$ cat src/tsk_pkg.sv
`timescale 1ns / 1ps
`default_nettype none

package tsk_pkg;

    localparam int unsigned TSK_KEY_W     = 48;
    localparam int unsigned TSK_ID_W      = 32;
    localparam int unsigned TSK_SEC_W     = 8;
    localparam int unsigned TSK_DATA_W    = TSK_ID_W + TSK_SEC_W;
    localparam int unsigned TSK_NUM_BYTES = TSK_DATA_W / 8;

    typedef logic [TSK_KEY_W-1:0]  tsk_crc_t;
    typedef logic [TSK_DATA_W-1:0] tsk_data_t;

    // 2*2*3*1103*12868356821
    localparam tsk_crc_t TSK_CRC_SEED = 48'd170325570882756;
    // low 48 bits of 0x42F0E1EBA9EA3693
    localparam tsk_crc_t TSK_CRC_POLY = 48'hE1EB_A9EA_3693;
    // 73*2017*560381651
    localparam tsk_crc_t TSK_ZERO_KEY = 48'd82511154674891;

    // one byte through the MSB-first CRC, byte lands on bits 47..40
    function automatic tsk_crc_t tsk_crc_byte(input tsk_crc_t crc, input logic [7:0] data);
        tsk_crc_t r;
        r = crc ^ {data, 40'd0};
        for (int b = 0; b < 8; b++)
        begin
            if (r[TSK_KEY_W-1])
                r = {r[TSK_KEY_W-2:0], 1'b0} ^ TSK_CRC_POLY;
            else
                r = {r[TSK_KEY_W-2:0], 1'b0};
        end
        return r;
    endfunction

    // low byte ends up in bits 47..40
    function automatic tsk_crc_t tsk_reverse6(input tsk_crc_t v);
        tsk_crc_t r;
        for (int i = 0; i < 6; i++)
        begin
            r[TSK_KEY_W-1-8*i -: 8] = v[8*i +: 8];
        end
        return r;
    endfunction

endpackage

`default_nettype wire

$ cat src/tsk_crc_stage.sv
`timescale 1ns / 1ps
`default_nettype none

module tsk_crc_stage #(
    parameter int unsigned STAGE_IDX = 0
) (
    input  wire logic              clk,
    input  wire logic              rst_n,
    input  wire logic              up_valid,
    output logic                   up_ready,
    input  wire tsk_pkg::tsk_crc_t  up_crc,
    input  wire tsk_pkg::tsk_data_t up_data,
    output logic                   dn_valid,
    input  wire logic              dn_ready,
    output tsk_pkg::tsk_crc_t      dn_crc,
    output tsk_pkg::tsk_data_t     dn_data
);
    import tsk_pkg::*;

    // byte 0 of the request sits at the top of the data word
    localparam int unsigned BYTE_LSB = 8 * (TSK_NUM_BYTES - 1 - STAGE_IDX);

    logic      valid_reg;
    tsk_crc_t  crc_reg;
    tsk_crc_t  crc_next;
    tsk_data_t data_reg;

    assign up_ready = !valid_reg || dn_ready;
    assign crc_next = tsk_crc_byte(up_crc, up_data[BYTE_LSB +: 8]);

    always_ff @(posedge clk or negedge rst_n)
    begin
        if (!rst_n)
            valid_reg <= 1'b0;
        else if (up_ready)
            valid_reg <= up_valid;
    end

    always_ff @(posedge clk)
    begin
        if (up_ready && up_valid)
        begin
            crc_reg  <= crc_next;
            data_reg <= up_data;
        end
    end

    assign dn_valid = valid_reg;
    assign dn_crc   = crc_reg;
    assign dn_data  = data_reg;

endmodule

`default_nettype wire

$ cat src/tag_sector_key_derivation_unit.sv
`timescale 1ns / 1ps
`default_nettype none
// channel | valid     | stall     | payload
// request | req_valid | req_stall | tag_id[31:0], sector_number[7:0]
// key     | key_valid | key_stall | sector_key[47:0]
//
// Five register stages, one CRC byte each; one request per cycle while req_stall is low.
// Each stage holds its request until the next stage can take it, so bubbles are squeezed out.
// req_stall rises only when all five stages are full and key_stall is high.
// Reset clears the stage valid bits only.

module tag_sector_key_derivation_unit (
    input  wire logic        clk,
    input  wire logic        rst_n,
    input  wire logic        req_valid,
    output logic             req_stall,
    input  wire logic [31:0] tag_id,
    input  wire logic [7:0]  sector_number,
    output logic             key_valid,
    input  wire logic        key_stall,
    output logic [47:0]      sector_key
);
    import tsk_pkg::*;

    logic      valid_chain [0:TSK_NUM_BYTES];
    logic      ready_chain [0:TSK_NUM_BYTES];
    tsk_crc_t  crc_chain   [0:TSK_NUM_BYTES];
    tsk_data_t data_chain  [0:TSK_NUM_BYTES];

    assign valid_chain[0] = req_valid;
    assign crc_chain[0]   = TSK_CRC_SEED;
    assign data_chain[0]  = {tag_id, sector_number};
    assign req_stall      = !ready_chain[0];

    for (genvar s = 0; s < TSK_NUM_BYTES; s++)
    begin : g_stage
        tsk_crc_stage #(
            .STAGE_IDX (s)
        ) u_stage (
            .clk      (clk),
            .rst_n    (rst_n),
            .up_valid (valid_chain[s]),
            .up_ready (ready_chain[s]),
            .up_crc   (crc_chain[s]),
            .up_data  (data_chain[s]),
            .dn_valid (valid_chain[s+1]),
            .dn_ready (ready_chain[s+1]),
            .dn_crc   (crc_chain[s+1]),
            .dn_data  (data_chain[s+1])
        );
    end

    assign ready_chain[TSK_NUM_BYTES] = !key_stall;
    assign key_valid = valid_chain[TSK_NUM_BYTES];

    // sector zero bypasses the CRC result
    assign sector_key = (data_chain[TSK_NUM_BYTES][TSK_SEC_W-1:0] == '0)
                        ? TSK_ZERO_KEY
                        : tsk_reverse6(crc_chain[TSK_NUM_BYTES]);

endmodule

`default_nettype wire

$ cat config.mk
export PLATFORM = sky130hd
export DESIGN_NAME = tag_sector_key_derivation_unit
export DESIGN_NICKNAME = d
export VERILOG_FILES = /design/src/tsk_pkg.sv /design/src/tsk_crc_stage.sv /design/src/tag_sector_key_derivation_unit.sv
export SDC_FILE = /design/constraint.sdc
export NUM_CORES = 1
export LEC_CHECK = 0
export BUFFER_PORTS_ARGS = -buffer_cell sky130_fd_sc_hd__buf_2
export CORE_UTILIZATION = 55
export DETAILED_ROUTE_END_ITERATION = 10
export MAX_ROUTING_LAYER = met4
export PLACE_DENSITY = 0.73
export SYNTH_ARGS = -nofsm -noshare
export SYNTH_HDL_FRONTEND = slang
export SYNTH_SLANG_ARGS = --single-unit
$ cat constraint.sdc
create_clock -name clk -period 5.52 [get_ports clk]
set_input_delay 1.104 -clock clk [delete_from_list [all_inputs] [get_ports clk]]
set_output_delay 1.104 -clock clk [all_outputs]
set_load 0.05 [all_outputs]
==> flow_summary.yaml, run 1 <==
final_layout:
  syn_to_final_growth_pct: 13.1
  drive_above_1_share_pct: 19.0
  nFillCells: 2086
  nNetsFinal: 1092
  multi_input_area_um2: 5830
  diodes: 0
  register_area_um2: 9970
setup_path:
  cp.arrival_ps: 2470
  slowest_stage: "nand2_1"
  crit_required_ps: 4420
  cp_num_cells: 4
  end_kind: "output port"
  max_stage_delay_ps: 670
  critical_path_class: "flop to output port"
  r2r_cells: 4
  worstPathMaxFanout: 48
  crit_buf_inv: 1
  cp_top_family: "simple AND/OR/NAND/NOR gates"
  cp-start-kind: "flop"
  cp_cell_sequence: "nor4_1 -> nand2_1 -> and2_1 -> buf_2"
timing:
  fin_skew_ps: 11.0
  period_share_pct: 64.8
  fmax_mhz: 280
  rsz0062_at_grt: "false"
  slew_viol_final: 0
  setup_violations: 0
  setup_slack_ps: 1940
  setup_tns_ps: 0
  final_hold_viol_count: 0
  worst_slew_margin_rel_pct: 26.3
  whs_ps: 409
  post-route-min-period_ps: 3580
  worst-slew-pin-transition_ps: 1100
place:
  io_buffer_count: 93
  dpl_worst_slack_ps: 2370
  dp_hpwl_mm: 18.0
  gp_congestion: 0.853
route:
  avgRoutedWirePerCell_um: 16.5
  detail_route.vias_per_cell: 4.63
  drt_pre_antenna_iters: 4
  antenna_left: 0
  routed_wl_mm: 24.0
  drt_iter0_markers: 223
  drc_errors: 0
  route.vias.total: 6724
clock_tree:
  post_cts_buffers: 0
  numCtsBuffers: 35
  clk_pin_slew_ps: 60
  clockBufferDepth: 3
  holdBufCountCts: 0
  post_cts_resized: 0
  clkSinkCount: 333
  clkLatencyLatePin_ps: 500
  cts_tree: "yes"
  h-tree-depth: 2
  cts-root-buf: "clkbuf_16"
global_route:
  grt_pass1_wl_mm: 37.7
  grt-ovfl-total: 0
  antenna_found_initial: 0
  grt_pass1_vias: 6874
  grt_max_degree: 73
  grt_usage_pct: 17.7
floorplanning:
  chipHeight_um: 172
  die_area_um2: 29500
  core_um2: 28100
  die_x_um: 172
  ios: 94
  start_util_pct: 56.5
  row_count: 61
yosys:
  synth_edf_count: 328
  synth_ff_type: "edfxtp_1"
  yosysTopAreaCellShare_pct: 62.1
  ys_async_sr_fraction_pct: 1.50
  synth_top_area_cell: "edfxtp_1"
  ys_seq_area_share_pct: 62.9
  ys_ff_latch: 333
  syn_avg_cell_area_um2: 17.2
  yosys_warnings: 0
  synth_area_leaders: "edfxtp_1, xnor2_1, xor2_1, xnor3_1, xnor2_2"
  netlist_instances: 924
  yosys.cell_types.count: 25
  yosys-top-cells-count: "edfxtp_1, xnor2_1, xor2_1"
  synth.most_common_cell: "edfxtp_1"
  syn_nets: 968
  syn-cell-area_um2: 15900
run_status:
  outcome: "complete, no violations"
flow_run:
  maxCapViolCount: 0
worst_hold_path:
  holdCritPathClass: "input pin to async pin"
-- final timing paths --
kind,to,from,slack [ps]
max in group asynchronous,g_stage[0].u_stage.dn_valid$_DFFE_PN0N_,rst_n,4980
min,g_stage[4].u_stage.dn_valid$_DFFE_PN0P_,rst_n,410
min reg2reg,g_stage[2].u_stage.dn_data[0]$_DFFE_PP_,g_stage[1].u_stage.dn_data[0]$_DFFE_PP_,410
max,sector_key[4],g_stage[4].u_stage.dn_data[0]$_DFFE_PP_,1940
max reg2reg,g_stage[3].u_stage.dn_crc[19]$_DFFE_PP_,g_stage[2].u_stage.dn_data[14]$_DFFE_PP_,2880
min in group clk,g_stage[2].u_stage.dn_data[0]$_DFFE_PP_,g_stage[1].u_stage.dn_data[0]$_DFFE_PP_,410
-- through the flow --
step	cells	utilization [%]	instance area, µm²
CTS	1452	63.9	17900
floorplan	924	-	15900
detailed placement	1389	59.9	16800
finish	1452	63.9	17900
global placement	1389	59.9	16800
global route	1452	63.9	17900
-- area by class of cell --
cell class                      count  share of cell area [%]
Clock buffer                       44                    5.36
Multi-Input combinational cell    567                    32.5
Sequential cell                   333                    55.6
Tap cell                          378                    2.64
Inverter                           12                   0.251
Clock inverter                     19                   0.851
Timing Repair Buffer               99                    2.84
-- worst reg2reg max path: cells and delay by family, from the launching register on --
family	cells	cell delay [ps]
xor+xnor	4	1930
flops	1	450
-- placed cells by master, fill, tap and decap left out, types with 2 or more instances in the layout --
master	n
xor2_2	7
xnor3_1	33
dfrtp_1	5
xor2_4	5
xnor2_4	6
bufinv_16	2
clkinvlp_4	4
xor2_1	92
nand2b_1	21
inv_1	12
edfxtp_1	328
xnor2_1	327
xor3_2	4
clkbuf_1	6
clkbuf_16	37
and2_2	3
nand2_1	3
xnor2_2	23
xnor3_2	4
nor4_1	2
clkinv_1	7
and2_1	29
buf_4	6
clkinv_2	5
buf_2	93
-- state kept, by name, summed over array words and instances (netlist names) --
signal and cells:
g_stage.u_stage.dn_crc 240, g_stage.u_stage.dn_valid 5, g_stage.u_stage.dn_data 88
-- cells by family (layout without fill, tap and decap cells) --
group	Yosys count	after routing	share of synthesized area (%)
AO/OA/AOI/OAI	2	2	0.0947
XOR/XNOR	501	501	34.0
buffers and inverters	24	174	0.568
AND/OR/NAND/NOR	64	64	2.45
flip-flops	333	333	62.9
-- layer usage --
metal,wire length [µm],share of wire (%),global-route usage (%)
met1,9650,40,19.6
met3,841,3.5,2.77
met4,698,2.9,6.39
met2,12800,53,32.4
met5,0,0,-
Power of run 1 is not shown: default switching activity piles up to over one toggle a cycle in this logic, so the estimate is an artifact.
==> run 2, diff against run 1 <==
--- a/config.mk
+++ b/config.mk
@@ -5,6 +5,7 @@
 export SDC_FILE = /design/constraint.sdc
 export NUM_CORES = 1
 export LEC_CHECK = 0
+export ABC_AREA = 1
 export BUFFER_PORTS_ARGS = -buffer_cell sky130_fd_sc_hd__buf_2
 export CORE_UTILIZATION = 55
 export DETAILED_ROUTE_END_ITERATION = 10
==> constraint.sdc (replaced) <==
create_clock -name clk -period 3.45 [get_ports clk]
set_input_delay 0.69 -clock clk [delete_from_list [all_inputs] [get_ports clk]]
set_output_delay 0.69 -clock clk [all_outputs]
set_load 0.05 [all_outputs]
==> flow_summary.yaml, run 2 <==
run_status:
  outcome: "complete, no violations"
setup_path:
  crit_buf_inv: 1
  max_stage_delay_ps: 450
  cpMostUsedCell: "nand2_1"
  critical_path_class: "flop to flop"
  cp.arrival_ps: 3390
  crit_required_ps: 3730
  cp_top_family: "simple AND/OR/NAND/NOR gates"
  worstPathMaxFanout: 10
  cp-start-kind: "flop"
  slowest_stage: "edfxtp_1"
  end_kind: "flop"
  cp_cell_sequence: "inv_1 -> nand2_1 -> nand2_1 -> nand2_1 -> nand2_2 -> nand2_1 -> nand2_1 -> nand2_1 -> nand2_1 -> nand2_1 -> nand2_1 -> nand2_1 -> nand2_2 -> nand2_1 -> nand3b_1 -> nand2_1"
timing:
  period_share_pct: 90.2
  setup_slack_ps: 339
  fmax_mhz: 321
  worst_slew_margin_rel_pct: 32.4
  post-route-min-period_ps: 3110
  setup_violations: 0
  slew_viol_final: 0
  worst-slew-pin-transition_ps: 1010
  fin_skew_ps: 19.2
  final_hold_viol_count: 0
  setup_tns_ps: 0
  rsz0062_at_grt: "false"
  whs_ps: 335
place:
  place_area_um2: 18900
  dpl_worst_slack_ps: 331
  dp_hpwl_mm: 26.0
  gp_congestion: 0.942
  io_buffer_count: 93
yosys:
  synth.most_common_cell: "nand2_1"
  syn_avg_cell_area_um2: 11.3
  netlist_instances: 1566
  syn_nets: 1610
  synth_top_area_cell: "edfxtp_1"
  syn-cell-area_um2: 17700
  synth_ff_type: "edfxtp_1"
  yosys.cell_types.count: 28
  ys_seq_area_share_pct: 56.3
  ys_async_sr_fraction_pct: 1.50
  yosys-top-cells-count: "nand2_1, xor2_1, edfxtp_1"
  synth_area_leaders: "edfxtp_1, xor2_1, nand2_1, xnor2_1, inv_1"
  yosysTopAreaCellShare_pct: 55.6
  yosys_warnings: 0
  ys_ff_latch: 333
  synth_edf_count: 328
route:
  detail_route.vias_per_cell: 4.71
  route.vias.total: 10076
  drc_errors: 0
  routed_wl_mm: 32.7
  drt_iter0_markers: 392
  antenna_left: 0
  avgRoutedWirePerCell_um: 15.3
  drt_pre_antenna_iters: 4
final_layout:
  syn_to_final_growth_pct: 13.2
  nFillCells: 2520
  mostFrequentLayoutCells: "nand2_1, xor2_1, edfxtp_1, inv_1, xnor2_1"
  nNetsFinal: 1756
  diodes: 0
  fin_area_um2: 20100
  drive_above_1_share_pct: 16.3
  final_common_cell: "nand2_1"
  largest_register_ffs: 240
floorplanning:
  die_x_um: 181
  row_count: 65
  ios: 94
  die_area_um2: 32900
  start_util_pct: 56.0
  chipHeight_um: 181
  core_um2: 31600
global_route:
  grt_pass1_wl_mm: 52.3
  antenna_found_initial: 0
  grt_max_degree: 81
  grt_usage_pct: 21.2
  grt-ovfl-total: 0
  grt_pass1_vias: 10269
clock_tree:
  clockBufferDepth: 3
  clkLatencyLatePin_ps: 530
  cts_tree: "yes"
  cts-root-buf: "clkbuf_16"
  post_cts_resized: 0
  clk_pin_slew_ps: 60
  post_cts_buffers: 0
  clkSinkCount: 333
  numCtsBuffers: 37
  h-tree-depth: 2
worst_hold_path:
  holdCritPathClass: "input pin to flop"
flow_run:
  maxCapViolCount: 0
==> run 2: cell types whose count changed in the layout (fill, tap and decap cells not counted), moves of 23 or more <==
cell     change
and2_1      -28
xnor3_1     -31
nand2_1    +362
xnor2_1    -198
xor2_1     +269
buf_4       +23
inv_1      +152
nand3_1     +39
or2_2       +26
nor2_1      +31
nand2_2     +40
==> run 2: final cells by class <==
type	count	area [µm²]	area share (%)
repair buffers	126	753	3.76
clock inverters	20	188	0.936
well taps	402	503	2.51
inverters	177	668	3.33
multi-input cells	1037	6990	34.9
clock buffers	46	970	4.84
flip-flops and latches	333	9970	49.7
==> run 2: worst register-to-register path, stage by stage (launching register included) <==
cell	delay (ps)
edfxtp_1	450
inv_1	100
nand2_1	50
nand2_1	280
nand2_1	160
nand2_2	240
nand2_1	80
nand2_1	210
nand2_1	140
nand2_1	180
nand2_1	70
nand2_1	140
nand2_1	90
nand2_2	250
nand2_1	230
nand3b_1	140
nand2_1	60
==> run 2: what timing repair did <==
action,4_1_cts,5_1_grt
hold buffers,1,0
hold endpoints to repair,5,0
endpoints found under the setup margin,0,0
==> run 2: logic make-up after synthesis <==
kind of cell / synth area share [%]
simple gates: 13.0
buf+inv: 4.37
xor+xnor: 26.2
compound gates: 0.0282
flops: 56.3
==> run 2: path summary, 6_finish.rpt <==
check | depth (start not counted) | slack, ps | end | from
max | 16 | 340 | g_stage[4].u_stage.dn_crc[45]$_DFFE_PP_ | g_stage[3].u_stage.dn_data[7]$_DFFE_PP_
min | 1 | 340 | g_stage[0].u_stage.dn_data[3]$_DFFE_PP_ | sector_number[3]
max reg2reg | 16 | 340 | g_stage[4].u_stage.dn_crc[45]$_DFFE_PP_ | g_stage[3].u_stage.dn_data[7]$_DFFE_PP_
min reg2reg | 0 | 410 | g_stage[2].u_stage.dn_data[8]$_DFFE_PP_ | g_stage[1].u_stage.dn_data[8]$_DFFE_PP_
max in group asynchronous | 2 | 2800 | g_stage[3].u_stage.dn_valid$_DFFE_PN0P_ | rst_n
min in group asynchronous | 2 | 520 | g_stage[4].u_stage.dn_valid$_DFFE_PN0P_ | rst_n
==> run 2: through the flow <==
step	util, %	instances
detailed placement	59.7	2074
global route	63.4	2141
CTS	63.4	2141
finish	63.4	2141
floorplan	-	1566
global placement	59.7	2074
==> run 2: layer usage <==
metal,up-vias,global-route usage [%],wire length (µm)
li1,5241,-,-
met4,0,10.1,1500
met5,-,-,0
met2,205,41.6,18500
met1,4544,19.9,11800
met3,86,2.97,970
Power of run 2 is left out for the same reason.
==> run 3, diff against run 2 <==
--- a/config.mk
+++ b/config.mk
@@ -8,6 +8,7 @@
 export ABC_AREA = 1
 export BUFFER_PORTS_ARGS = -buffer_cell sky130_fd_sc_hd__buf_2
 export CORE_UTILIZATION = 55
+export CTS_BUF_LIST = sky130_fd_sc_hd__clkbuf_16
 export DETAILED_ROUTE_END_ITERATION = 10
 export MAX_ROUTING_LAYER = met4
 export PLACE_DENSITY = 0.73
==> flow_summary.yaml, run 3 (synthesis results as in run 2) <==
run_status:
  outcome: "complete, no violations"
setup_path:
  crit_required_ps: 3730
  cp_cell_sequence: "inv_1 -> nand2_1 -> nand2_1 -> nand2_1 -> nand2_2 -> nand2_1 -> nand2_1 -> nand2_1 -> nand2_1 -> nand2_1 -> nand2_1 -> nand2_1 -> nand2_2 -> nand2_1 -> nand3b_1 -> nand2_1"
  cp.arrival_ps: 3400
  cpMostUsedCell: "nand2_1"
  worstPathMaxFanout: 10
  end_kind: "flop"
  max_stage_delay_ps: 450
  cp-start-kind: "flop"
  critical_path_class: "flop to flop"
  slowest_stage: "edfxtp_1"
final_layout:
  instances_no_fill: 2141
  diodes: 0
  nFillCells: 2520
  nNetsFinal: 1756
  largest_register_ffs: 240
  mostFrequentLayoutCells: "nand2_1, xor2_1, edfxtp_1, inv_1, xnor2_1"
  drive_above_1_share_pct: 16.3
  final_common_cell: "nand2_1"
  syn_to_final_growth_pct: 13.2
global_route:
  grt-ovfl-total: 0
  antenna_found_initial: 0
  grt_usage_pct: 21.1
  grt_max_degree: 81
  grt_pass1_wl_mm: 52.3
  grt_pass1_vias: 10268
floorplanning:
  die_area_um2: 32900
  row_count: 65
  chipHeight_um: 181
  ios: 94
  core_um2: 31600
  die_x_um: 181
  start_util_pct: 56.0
timing:
  slew_viol_final: 0
  period_share_pct: 90.4
  rsz0062_at_grt: "false"
  worst-slew-pin-transition_ps: 1010
  post-route-min-period_ps: 3120
  fin_skew_ps: 21.1
  fmax_mhz: 321
  final_hold_viol_count: 0
  setup_tns_ps: 0
  setup_violations: 0
  worst_slew_margin_rel_pct: 32.4
route:
  route.vias.total: 10071
  avgRoutedWirePerCell_um: 15.2
  detail_route.vias_per_cell: 4.70
  drt_pre_antenna_iters: 4
  drt_iter0_markers: 399
  antenna_left: 0
  drc_errors: 0
  routed_wl_mm: 32.6
flow_run:
  maxCapViolCount: 0
clock_tree:
  clkSinkCount: 333
  numCtsBuffers: 37
  cts_tree: "yes"
  cts-root-buf: "clkbuf_16"
  clkLatencyLatePin_ps: 530
  h-tree-depth: 2
  clk_pin_slew_ps: 60
  post_cts_resized: 0
  clockBufferDepth: 3
place:
  gp_congestion: 0.942
  dp_hpwl_mm: 26.0
  dpl.cell_count: 2074
  io_buffer_count: 93
worst_hold_path:
  holdCritPathClass: "input pin to flop"
run 3: cell count changes in the layout (fill, tap and decap cells not counted), sizes merged:
cell,previous run,this run
clkinv,12,13
inv,177,185
clkbuf,46,37
run 3: area by class of cell:
type / instances / area [µm²] / area share (%)
multi-input combinational: 1037 / 6990 / 34.9
tap: 402 / 503 / 2.51
inverter: 177 / 668 / 3.33
clock buffer: 37 / 926 / 4.62
clock inverter: 29 / 221 / 1.11
sequential: 333 / 9970 / 49.8
timing repair buffer: 126 / 753 / 3.76
run 3: critical path: cells and delay by family, from the launching register on:
| kind | cells | cell delay (ps) |
|---|---|---|
| simple gates | 15 | 2310 |
| flops | 1 | 450 |
| buf+inv | 1 | 100 |
run 3: worst paths after layout:
kind | startpoint | endpoint | slack, ps | cells after the start
setup / recovery | g_stage[3].u_stage.dn_data[7]$_DFFE_PP_ | g_stage[4].u_stage.dn_crc[45]$_DFFE_PP_ | 330 | 16
hold / removal | sector_number[3] | g_stage[0].u_stage.dn_data[3]$_DFFE_PP_ | 340 | 1
setup reg to reg | g_stage[3].u_stage.dn_data[7]$_DFFE_PP_ | g_stage[4].u_stage.dn_crc[45]$_DFFE_PP_ | 330 | 16
hold reg to reg | g_stage[1].u_stage.dn_data[8]$_DFFE_PP_ | g_stage[2].u_stage.dn_data[8]$_DFFE_PP_ | 410 | 0
max in group asynchronous | rst_n | g_stage[3].u_stage.dn_valid$_DFFE_PN0P_ | 2790 | 2
min in group asynchronous | rst_n | g_stage[4].u_stage.dn_valid$_DFFE_PN0P_ | 530 | 2
run 3: stage by stage:
step / utilization [%] / worst slack [ps] / hold WS [ps] / instance area [µm²]
CTS: 63.3 / 325 / 312 / 20000
detailed placement: 59.7 / 331 / 405 / 18900
global route: 63.3 / 75.5 / 316 / 20000
global placement: 59.7 / 375 / 402 / 18900
floorplan: - / 39.8 / 394 / 17700
finish: 63.3 / 333 / 337 / 20000
run 3: routing by layer:
| layer | vias up | wire length, µm | part of all wire, % | track usage (%) |
|---|---|---|---|---|
| li1 | 5237 | - | - | - |
| met2 | 198 | 18400 | 56 | 41.6 |
| met1 | 4547 | 11800 | 36 | 19.8 |
| met4 | 0 | 1560 | 4.8 | 10.1 |
| met3 | 89 | 904 | 2.8 | 2.97 |
| met5 | - | 0 | 0 | - |
run 3: repair_timing:
action / in CTS / in global routing
endpoints found under the hold margin: 5 / 0
buffers inserted: 0 / 0
hold buffers: 1 / 0
Power of run 3 is left out for the same reason.
